`src/hdl/tcsu_pkg.sv`:
```
package tcsu_pkg;

    localparam logic [31:0] TAG_SIG  = 32'h5345_4335;
    localparam logic [31:0] TAG_END  = 32'h454E_4453;
    localparam logic [31:0] TAG_CODE = 32'h434F_4445;
    localparam logic [7:0]  KEY_ADD  = 8'h12;

    localparam logic [1:0] KIND_PAYLOAD = 2'd0;
    localparam logic [1:0] KIND_EMPTY   = 2'd1;
    localparam logic [1:0] KIND_BAD_SIG = 2'd2;

    localparam logic [15:0] COUNT_MAX = 16'hFFFF;

    typedef enum logic [1:0] {
        PH_FILE = 2'd0,
        PH_HEAD = 2'd1,
        PH_DATA = 2'd2,
        PH_HALT = 2'd3
    } phase_t;

    typedef struct packed {
        logic [7:0] data;
        logic       sof;
    } item_t;

    typedef struct packed {
        logic [1:0]  kind;
        logic [7:0]  data;
        logic [31:0] tag;
        logic [15:0] index;
        logic        last;
    } result_t;

endpackage

```
`src/hdl/tagged_chunk_stream_unpacker_core.sv`:
```
// Channel   Handshake              Payload
// input     in_valid / in_stall    in_byte, start_of_file
// output    out_valid / out_stall  result_kind, out_byte, chunk_tag, chunk_index,
//                                  last_of_chunk
//
// One word per cycle while no stall holds: a word is held in the input register,
// the parser updates its state and fills the result register, and the result is
// offered from that register.
// Reset clears the parser state and both valid flags.
// A word that gives no result passes the parser even while the result register
// is stalled; a word with a result waits in the input register, and input
// stall rises once that register is held.
module tagged_chunk_stream_unpacker_core
(
    input  logic        clk,
    input  logic        rst_n,
    input  logic        in_valid,
    output logic        in_stall,
    input  logic [7:0]  in_byte,
    input  logic        start_of_file,
    output logic        out_valid,
    input  logic        out_stall,
    output logic [1:0]  result_kind,
    output logic [7:0]  out_byte,
    output logic [31:0] chunk_tag,
    output logic [15:0] chunk_index,
    output logic        last_of_chunk
);
    import tcsu_pkg::*;

    logic    item_valid;
    item_t   item;
    logic    fire;
    logic    emit;
    logic    out_free;
    result_t result;

    assign fire = item_valid && (!emit || out_free);

    tcsu_in_stage u_in_stage
    (
        .clk           (clk),
        .rst_n         (rst_n),
        .in_valid      (in_valid),
        .in_stall      (in_stall),
        .in_byte       (in_byte),
        .start_of_file (start_of_file),
        .fire          (fire),
        .item_valid    (item_valid),
        .item          (item)
    );

    tcsu_parser u_parser
    (
        .clk    (clk),
        .rst_n  (rst_n),
        .item   (item),
        .fire   (fire),
        .emit   (emit),
        .result (result)
    );

    tcsu_out_stage u_out_stage
    (
        .clk           (clk),
        .rst_n         (rst_n),
        .load          (fire && emit),
        .result        (result),
        .out_free      (out_free),
        .out_valid     (out_valid),
        .out_stall     (out_stall),
        .result_kind   (result_kind),
        .out_byte      (out_byte),
        .chunk_tag     (chunk_tag),
        .chunk_index   (chunk_index),
        .last_of_chunk (last_of_chunk)
    );

endmodule

```
`src/hdl/tcsu_in_stage.sv`:
```
module tcsu_in_stage
(
    input  logic           clk,
    input  logic           rst_n,
    input  logic           in_valid,
    output logic           in_stall,
    input  logic [7:0]     in_byte,
    input  logic           start_of_file,
    input  logic           fire,
    output logic           item_valid,
    output tcsu_pkg::item_t item
);
    import tcsu_pkg::*;

    logic  valid_reg;
    logic  valid_next;
    item_t item_reg;
    logic  load;

    // The held word leaves when the parser fires, so a new word may enter
    // in the same cycle.
    assign in_stall   = valid_reg && !fire;
    assign load       = in_valid && !in_stall;
    assign valid_next = load || (valid_reg && !fire);

    always_ff @(posedge clk or negedge rst_n)
    begin
        if (!rst_n)
        begin
            valid_reg <= 1'b0;
        end
        else
        begin
            valid_reg <= valid_next;
        end
    end

    always_ff @(posedge clk)
    begin
        if (load)
        begin
            item_reg.data <= in_byte;
            item_reg.sof  <= start_of_file;
        end
    end

    assign item_valid = valid_reg;
    assign item       = item_reg;

endmodule

```
`src/hdl/tcsu_parser.sv`:
```
module tcsu_parser
(
    input  logic              clk,
    input  logic              rst_n,
    input  tcsu_pkg::item_t   item,
    input  logic              fire,
    output logic              emit,
    output tcsu_pkg::result_t result
);
    import tcsu_pkg::*;

    phase_t      phase_reg, phase_next;
    logic [2:0]  hbc_reg, hbc_next;
    logic [31:0] tag_reg, tag_next;
    logic [31:0] size_reg, size_next;
    logic [31:0] rem_reg, rem_next;
    logic [7:0]  key_reg, key_next;
    logic        dec_reg, dec_next;
    logic [15:0] done_reg, done_next;

    // Current state as seen by this word; a start-of-file word sees reset state.
    phase_t      ph;
    logic [2:0]  hbc;
    logic [31:0] tag;
    logic [31:0] size;
    logic [31:0] rem;
    logic [7:0]  key;
    logic        dec;
    logic [15:0] done;

    logic [31:0] tag_hdr;
    logic [31:0] size_hdr;
    logic [31:0] rem_dec;
    logic        last_hdr;
    logic        last_data;
    logic [15:0] done_inc;

    always_comb
    begin
        ph   = item.sof ? PH_FILE : phase_reg;
        hbc  = item.sof ? 3'd0 : hbc_reg;
        tag  = item.sof ? 32'd0 : tag_reg;
        size = item.sof ? 32'd0 : size_reg;
        rem  = item.sof ? 32'd0 : rem_reg;
        key  = item.sof ? 8'd0 : key_reg;
        dec  = item.sof ? 1'b0 : dec_reg;
        done = item.sof ? 16'd0 : done_reg;
    end

    assign tag_hdr   = hbc[2] ? tag : {tag[23:0], item.data};
    assign size_hdr  = hbc[2] ? {item.data, size[31:8]} : size;
    assign last_hdr  = (hbc == 3'd7);
    assign rem_dec   = rem - 32'd1;
    assign last_data = (rem_dec == 32'd0);
    assign done_inc  = (done != COUNT_MAX) ? done + 16'd1 : done;

    always_comb
    begin
        phase_next = ph;
        unique case (ph)
            PH_FILE:
            begin
                if (last_hdr)
                begin
                    phase_next = (tag_hdr != TAG_SIG) ? PH_HALT : PH_HEAD;
                end
            end
            PH_HEAD:
            begin
                if (last_hdr && tag_hdr != TAG_END && size_hdr != 32'd0)
                begin
                    phase_next = PH_DATA;
                end
            end
            PH_DATA:
            begin
                if (last_data)
                begin
                    phase_next = PH_HEAD;
                end
            end
            PH_HALT:
            begin
                phase_next = PH_HALT;
            end
            default:
            begin
                phase_next = PH_HALT;
            end
        endcase
    end

    always_comb
    begin
        hbc_next  = hbc;
        tag_next  = tag;
        size_next = size;
        rem_next  = rem;
        key_next  = key;
        dec_next  = dec;
        done_next = done;
        emit      = 1'b0;
        result    = '0;
        unique case (ph)
            PH_FILE:
            begin
                hbc_next  = hbc + 3'd1;
                tag_next  = tag_hdr;
                size_next = size_hdr;
                if (last_hdr && tag_hdr != TAG_SIG)
                begin
                    emit         = 1'b1;
                    result.kind  = KIND_BAD_SIG;
                    result.tag   = tag_hdr;
                    result.index = done;
                end
            end
            PH_HEAD:
            begin
                hbc_next  = hbc + 3'd1;
                tag_next  = tag_hdr;
                size_next = size_hdr;
                if (last_hdr && tag_hdr != TAG_END)
                begin
                    if (size_hdr == 32'd0)
                    begin
                        emit         = 1'b1;
                        result.kind  = KIND_EMPTY;
                        result.tag   = tag_hdr;
                        result.index = done;
                        result.last  = 1'b1;
                        done_next    = done_inc;
                    end
                    else
                    begin
                        rem_next = size_hdr;
                        key_next = 8'd0;
                        dec_next = (tag_hdr == TAG_CODE);
                    end
                end
            end
            PH_DATA:
            begin
                emit         = 1'b1;
                result.kind  = KIND_PAYLOAD;
                result.data  = dec ? (item.data ^ key) : item.data;
                result.tag   = tag;
                result.index = done;
                result.last  = last_data;
                key_next     = key + item.data + KEY_ADD;
                rem_next     = rem_dec;
                if (last_data)
                begin
                    done_next = done_inc;
                    hbc_next  = 3'd0;
                end
            end
            PH_HALT:
            begin
                emit = 1'b0;
            end
            default:
            begin
                emit = 1'b0;
            end
        endcase
    end

    always_ff @(posedge clk or negedge rst_n)
    begin
        if (!rst_n)
        begin
            phase_reg <= PH_FILE;
            hbc_reg   <= 3'd0;
            tag_reg   <= 32'd0;
            size_reg  <= 32'd0;
            rem_reg   <= 32'd0;
            key_reg   <= 8'd0;
            dec_reg   <= 1'b0;
            done_reg  <= 16'd0;
        end
        else if (fire)
        begin
            phase_reg <= phase_next;
            hbc_reg   <= hbc_next;
            tag_reg   <= tag_next;
            size_reg  <= size_next;
            rem_reg   <= rem_next;
            key_reg   <= key_next;
            dec_reg   <= dec_next;
            done_reg  <= done_next;
        end
    end

endmodule

```
`src/hdl/tcsu_out_stage.sv`:
```
module tcsu_out_stage
(
    input  logic              clk,
    input  logic              rst_n,
    input  logic              load,
    input  tcsu_pkg::result_t result,
    output logic              out_free,
    output logic              out_valid,
    input  logic              out_stall,
    output logic [1:0]        result_kind,
    output logic [7:0]        out_byte,
    output logic [31:0]       chunk_tag,
    output logic [15:0]       chunk_index,
    output logic              last_of_chunk
);
    import tcsu_pkg::*;

    logic    valid_reg;
    logic    valid_next;
    result_t result_reg;

    assign out_free   = !valid_reg || !out_stall;
    assign valid_next = load || (valid_reg && out_stall);

    always_ff @(posedge clk or negedge rst_n)
    begin
        if (!rst_n)
        begin
            valid_reg <= 1'b0;
        end
        else
        begin
            valid_reg <= valid_next;
        end
    end

    always_ff @(posedge clk)
    begin
        if (load)
        begin
            result_reg <= result;
        end
    end

    assign out_valid     = valid_reg;
    assign result_kind   = result_reg.kind;
    assign out_byte      = result_reg.data;
    assign chunk_tag     = result_reg.tag;
    assign chunk_index   = result_reg.index;
    assign last_of_chunk = result_reg.last;

endmodule
```
`config.mk`:
```
export PLATFORM = sky130hd
export DESIGN_NAME = tagged_chunk_stream_unpacker_core
export DESIGN_NICKNAME = d
export VERILOG_FILES = /design/src/hdl/tcsu_pkg.sv /design/src/hdl/tagged_chunk_stream_unpacker_core.sv /design/src/hdl/tcsu_in_stage.sv /design/src/hdl/tcsu_parser.sv /design/src/hdl/tcsu_out_stage.sv
export SDC_FILE = /design/constraint.sdc
export NUM_CORES = 1
export LEC_CHECK = 0
export ABC_AREA = 1
export BUFFER_PORTS_ARGS = -buffer_cell sky130_fd_sc_hd__buf_2
export CAP_MARGIN = 10
export CORE_UTILIZATION = 35
export CTS_CLUSTER_DIAMETER = 60
export CTS_CLUSTER_SIZE = 12
export DETAILED_ROUTE_END_ITERATION = 12
export HOLD_SLACK_MARGIN = 0.12
export PLACE_DENSITY = 0.57
export SYNTH_ARGS = -nofsm -noshare
export SYNTH_HDL_FRONTEND = slang
export SYNTH_SLANG_ARGS = --single-unit
```
`constraint.sdc`:
```
create_clock -name clk -period 6.15 [get_ports clk]
set_input_delay 0 -clock clk [delete_from_list [all_inputs] [get_ports clk]]
set_output_delay 0 -clock clk [all_outputs]
set_load 0.05 [all_outputs]
```
Word level (Yosys, flattened, before mapping)
Cells that the tools add are included.
- flip-flop bits (word level): 196
- word-level logic and storage cells: 100
- $add $sub $neg: 5
- bitwise logic cells: 1
- multiplexer cells: 47
- reduce and logical (&&, ||, !) cells: 22
- eq/ne operators: 8
- operator list (cell ; number):
    $mux 32 ; 9
    $pmux 48 s3 ; 1
    $mux 49 ; 2
    $mux 16 ; 5
    $logic_not 32->1 ; 2
    $ne 32x31->1 const B ; 2
    $pmux 32 s2 ; 1
    $mux 48 ; 1
    $eq 32x31->1 const B ; 1
    $mux 8 ; 4
    $pmux 16 s2 ; 1
    $reduce_bool 32->1 ; 1
    $sub 32x1->32 const B ; 1
    $add 16x1->16 const B ; 1
    $ne 16x16->1 const B ; 1
    $pmux 8 s2 ; 1
    $mux 2 ; 7
    $add 8x5->8 const B ; 1
    $add 8x8->8 ; 1
    $logic_and 1x1->1 ; 8
    $mux 1 ; 8
    $pmux 2 s4 ; 1
    $xor 8x8->8 ; 1
    $mux 3 ; 2
    12 further kinds ; 20

Longest topological paths before layout
- depth in word-level cells: 14
- depth in mapped cells: 23
- depth with buffers taken out: 20

Hierarchy
Synthesis repeated with hierarchy kept, for this count alone.
- cell total of the unflattened synthesis: 1914
- area, all modules: 13231.4 um2
- modules (own cells, without submodules) (module ; cells an instance ; seq. area each (um2) ; times used ; area each (um2)):
    tcsu_parser ; 1830 ; 3153.0 ; 1 ; 11065.6
    tcsu_out_stage ; 63 ; 1796.7 ; 1 ; 1813.0
    tcsu_in_stage ; 16 ; 295.3 ; 1 ; 327.8
    tagged_chunk_stream_unpacker_core ; 5 ; 0.0 ; 1 ; 25.0

Worst setup path after synthesis
No wires, ideal clock.
- path kind: reg-to-reg
- start point: register u_in_stage.item_reg (netlist bit u_in_stage.item[0])
- end point: register u_out_stage.result_reg (netlist bit u_out_stage.chunk_index[0]), enable pin
- data arrival time: 4125 ps
- slack: 1612 ps
- period minus slack after synthesis: 4538 ps
- stages on the path, launching flop included: 16
- cell sequence: edfxtp_1 buf_2 buf_1 nor2_1 clkinv_1 clkbuf_1 ha_1 clkbuf_1 nand4_4 nand3_4 nand3_2 nand2_2 inv_2 buf_2 nand3_1 inv_1
- longest elaborated chain between the ends: 10
- elaborated cells between the ends (all ways): 24
- classes of those cells: 6 x eq/ne; 10 x mux; 8 x reduce/logical
- RTL lines (item ; line ; text):
    start: declaration ; tcsu_in_stage.sv:17 ; item_t item_reg;
    $mux 32, or another cell as far along ; tcsu_parser.sv:43 ; size = item.sof ? 32'd0 : size_reg;
    $mux 32, on equally long branches ; tcsu_parser.sv:51, tcsu_parser.sv:50 ;
    $logic_not 32->1, or another cell as far along ; tcsu_parser.sv:125 ; if (size_hdr == 32'd0)
    $mux 1, or another cell as far along ; tcsu_parser.sv:125 ;
    $mux 1, on equally long branches ; tcsu_parser.sv:123, tcsu_parser.sv:110 ;
    $pmux 1 s4 * ; tcsu_parser.sv:104 ; unique case (ph)
    $logic_not 1->1 ; tagged_chunk_stream_unpacker_core.sv:38 ; assign fire = item_valid && (!emit || out_free);
    $logic_or 1x1->1 ; tagged_chunk_stream_unpacker_core.sv:38 ;
    $logic_and 1x1->1 ; tagged_chunk_stream_unpacker_core.sv:38 ;
    $logic_and 1x1->1 * ; tagged_chunk_stream_unpacker_core.sv:67 ; .load (fire && emit),
    named net u_out_stage.load ; tcsu_out_stage.sv:5 ; input logic load,
    end signal: assignment ; tcsu_out_stage.sv:41 ; result_reg <= result;
    end: declaration ; tcsu_out_stage.sv:20 ; result_t result_reg;
Mark *: on every way through the listed nets, which the timed path passes. The rest lies on a longest branch.
A chain may end at the register's enable or synchronous reset.

Worst setup path after layout
- start point: register u_parser.hbc_reg[2]
- end point: register u_parser.tag_reg[21]
- longest elaborated chain between the ends: 9
- elaborated cells between the ends (all ways): 17
- classes of those cells: 3 x eq/ne; 8 x mux; 6 x reduce/logical
- RTL lines (item ; line ; text):
    start: declaration ; tcsu_parser.sv:13 ; logic [2:0] hbc_reg, hbc_next;
    start signal: assignment ; tcsu_parser.sv:185 ; hbc_reg <= hbc_next;
    $mux 3 * ; tcsu_parser.sv:41 ; hbc = item.sof ? 3'd0 : hbc_reg;
    $mux 32, on equally long branches ; tcsu_parser.sv:51, tcsu_parser.sv:50 ;
    $logic_not 32->1, or another cell as far along ; tcsu_parser.sv:125 ;
    $mux 1, or another cell as far along ; tcsu_parser.sv:125 ;
    $mux 1, on equally long branches ; tcsu_parser.sv:123, tcsu_parser.sv:110 ;
    $pmux 1 s4 ; tcsu_parser.sv:104 ;
    $logic_not 1->1 ; tagged_chunk_stream_unpacker_core.sv:38 ;
    $logic_or 1x1->1 ; tagged_chunk_stream_unpacker_core.sv:38 ;
    $logic_and 1x1->1 ; tagged_chunk_stream_unpacker_core.sv:38 ;
    end signal: assignment ; tcsu_parser.sv:186 ; tag_reg <= tag_next;
    end: declaration ; tcsu_parser.sv:14 ; logic [31:0] tag_reg, tag_next;
Every way passes the cells marked *; elsewhere a longest branch is shown, timed or not.

==> flow_summary.yaml <==
outcome:
  status: "complete, no violations"
detailed_routing:
  wl_met1_um: 19580
  drtAntennaViolNets: 0
  drtPass1Iterations: 5
  wl_per_cell_um: 16.71
  wl_met3_um: 2268
  top_layer: "met4"
  drt_iter0_drc: 1081
  wl_um: 41520
  met2_length_um: 18540
  num_vias: 12940
  via_per_inst: 5.209
  drc: 0
setup_path:
  r2r_end: "u_parser.tag_reg[21]"
  cpMaxStageDelayCell: "dfrtp_1"
  arrival_ps: 5760
  crit_chain: "inv_2, nor2_2, o21ai_0, nor2_1, nand2_1, nor2_1, nand2_1, nor2_2, nand4_4, buf_4, nand3_4, nand3_2, nand2_2, inv_2, nand2_2, buf_4, o21ai_0"
  crit_end: "u_parser.tag_reg[21]"
  r2r_start: "u_parser.hbc_reg[2]"
  crit_family: "simple AND/OR/NAND/NOR gates"
  cp_slowest_stage_delay_ps: 950
  crit_start: "u_parser.hbc_reg[2]"
  cp.depth: 17
  worstPathRequired_ps: 6480
  worst-path-buf-inv: 4
  reg2reg_slack_ps: 730
  worstPathMaxFanout: 70
  rr_worst_depth: 17
  startpoint_type: "flop"
  crit_type: "flop to flop"
  end_kind: "flop"
logic_synthesis:
  synth_nets: 2007
  yosysUniqueCellTypes: 40
  synthSimpleGateAreaFrac_pct: 34.33
  synth_compound_area_share_pct: 12.08
  synthMuxAreaShare_pct: 0
  synth_top_family_by_area: "simple AND/OR/NAND/NOR gates"
  ys_warn_count: 0
  synth_edf_count: 68
  ys_ff_latch: 196
  synth_xor_area_share_pct: 0.3344
  synth.yosys.seq_area_share_pct: 40.05
  syn_avg_cell_area_um2: 6.649
  synth_area_um2: 13100
  synthAdderAreaFrac_pct: 2.350
  async_flop_share_pct: 65.31
  syn_inst: 1970
  synthFlopType: "dfrtp_1"
sta:
  maxSlewHeadroom_pct: 38.44
  period_share_pct: 88.21
  finalWorstSetupSlack_ps: 725.3
  fin_skew_ps: 12.22
  fin_tns_setup_ps: 0
  hold_viol: 0
  drv_slew: 0
  min_period_ps: 5425
  worstMarginPinSlew_ps: 923.4
  max_freq_mhz: 184.3
  grt_setup_unrepaired: "no"
  setup_violations: 0
pwr:
  power_mw: 4.813
  p_per_area_nw_per_um2: 331.6
  leakagePower_nw: 7.539
  peakVddDrop_mv: 0.2264
place:
  post-place-ws_ps: 874.0
  portBuffers: 73
  gp_congestion: 0.8972
  placed_cell_area_um2: 13800
  dp_hpwl_um: 28810
cells_and_area:
  final_net_count: 2040
  final_cell_mix: "nand2_1 (634), inv_1 (255), nor2_1 (196), o21ai_0 (184), nand3_1 (176)"
  drive_above_1_share_pct: 7.589
  fin_area_um2: 14520
  final_util_pct: 39.56
  diodes: 0
  num-fill-cells: 3880
  area_growth_pct: 10.83
  layout_commonest_cell: "nand2_1"
cts:
  htreeDepth: 4
  worstSkewPairLatency_ps: 480
  cts.clk_slew.worst_paths_ps: 80
  hold_buffers: 12
  cts_root_buf: "clkbuf_16"
  post_cts_buffers: 0
  cts_resized: 0
  clkSinkCount: 196
  numCtsBuffers: 17
  cts_tree: "yes"
  clockBufferDepth: 2
floorplanning:
  dieArea_um2: 38200
  fp.dieW_um: 195.4
  num_rows: 70
  core_area_um2: 36700
  io_pins: 74
  die_y_um: 195.4
  initial_core_util_pct: 35.69
job:
  max-cap-violations: 0
global_routing:
  grt_pass1_vias: 12260
  grt_usage_pct: 22.25
  grt_antenna_before_repair: 0
  grt_pass1_wl_um: 66650
  grt_max_degree: 96
  overflow: 0
worst_hold_path:
  min_path_type: "primary input to async pin"
==> per-layer routing <==
layer	vias up	global-route usage, %
met5	-	0
met4	0	8.807
met3	67	2.902
met2	415	34.93
met1	6087	30.95
li1	6371	-
==> worst min-delay path by stage <==
stage / startpoint / endpoint / slack (ps) / cells after the start
after floorplan: rst_n / u_in_stage.item_valid / -300 / 0
after global placement: rst_n / u_parser.rem_reg[23] / 170 / 1
after detailed placement: rst_n / u_parser.rem_reg[16] / 160 / 1
after CTS: rst_n / u_parser.rem_reg[16] / 220 / 2
after global routing: in_byte[4] / u_in_stage.item[5] / 240 / 2
final: rst_n / u_parser.rem_reg[16] / 170 / 2
==> where the power goes <==
part | total (mW) | switching [mW] | internal, mW
Combinational | 2.02 | 1.48 | 0.536
Clock | 1.17 | 0.617 | 0.555
Sequential | 1.62 | 0.126 | 1.50
==> Yosys cell counts (5+ instances only) <==
master      n  area share [%]
a21boi_0    5            0.29
a21oi_1    72             2.8
buf_1      10            0.29
buf_2      29             1.1
buf_4       7            0.40
clkbuf_1   41             1.2
dfrtp_1   128              24
edfxtp_1   68              16
ha_1       23             2.2
inv_1     256             7.3
nand2_1   634              18
nand2_2     8            0.38
nand3_1   176             6.7
nand4_1    20            0.96
nor2_1    196             5.6
nor2_2      5            0.24
nor3_1     31             1.2
o211ai_1    5            0.29
o21ai_0   184             7.0
o21ai_1    28             1.1
==> metrics by stage <==
stage / std cells / hold WS [ps]
4_1_cts: 2484 / 217.8
2_1_floorplan: 1970 / -295.6
3_3_place_gp: 2440 / 165.8
5_1_grt: 2484 / 241.5
3_5_place_dp: 2440 / 159.9
6_report: 2484 / 173.7
==> cell type report <==
cell class / instances / area [µm²] / area share (%)
Clock buffer: 17 / 425.4 / 2.931
Timing Repair Buffer: 105 / 666.9 / 4.594
Sequential cell: 196 / 5245 / 36.13
Inverter: 263 / 987.2 / 6.801
Clock inverter: 15 / 175.2 / 1.207
Multi-Input combinational cell: 1420 / 6431 / 44.30
Tap cell: 468 / 585.6 / 4.034
==> cell families (layout without fill, tap and decap cells) <==
group | after synthesis | after routing
DFF | 196 | 196
buffers and inverters | 354 | 400
adders and majority gates | 24 | 24
AOI/OAI and AO/OA | 306 | 306
xor gates and xnor gates | 5 | 5
and+or+nand+nor | 1085 | 1085
No activity file was read; power rests on OpenSTA's default activity.
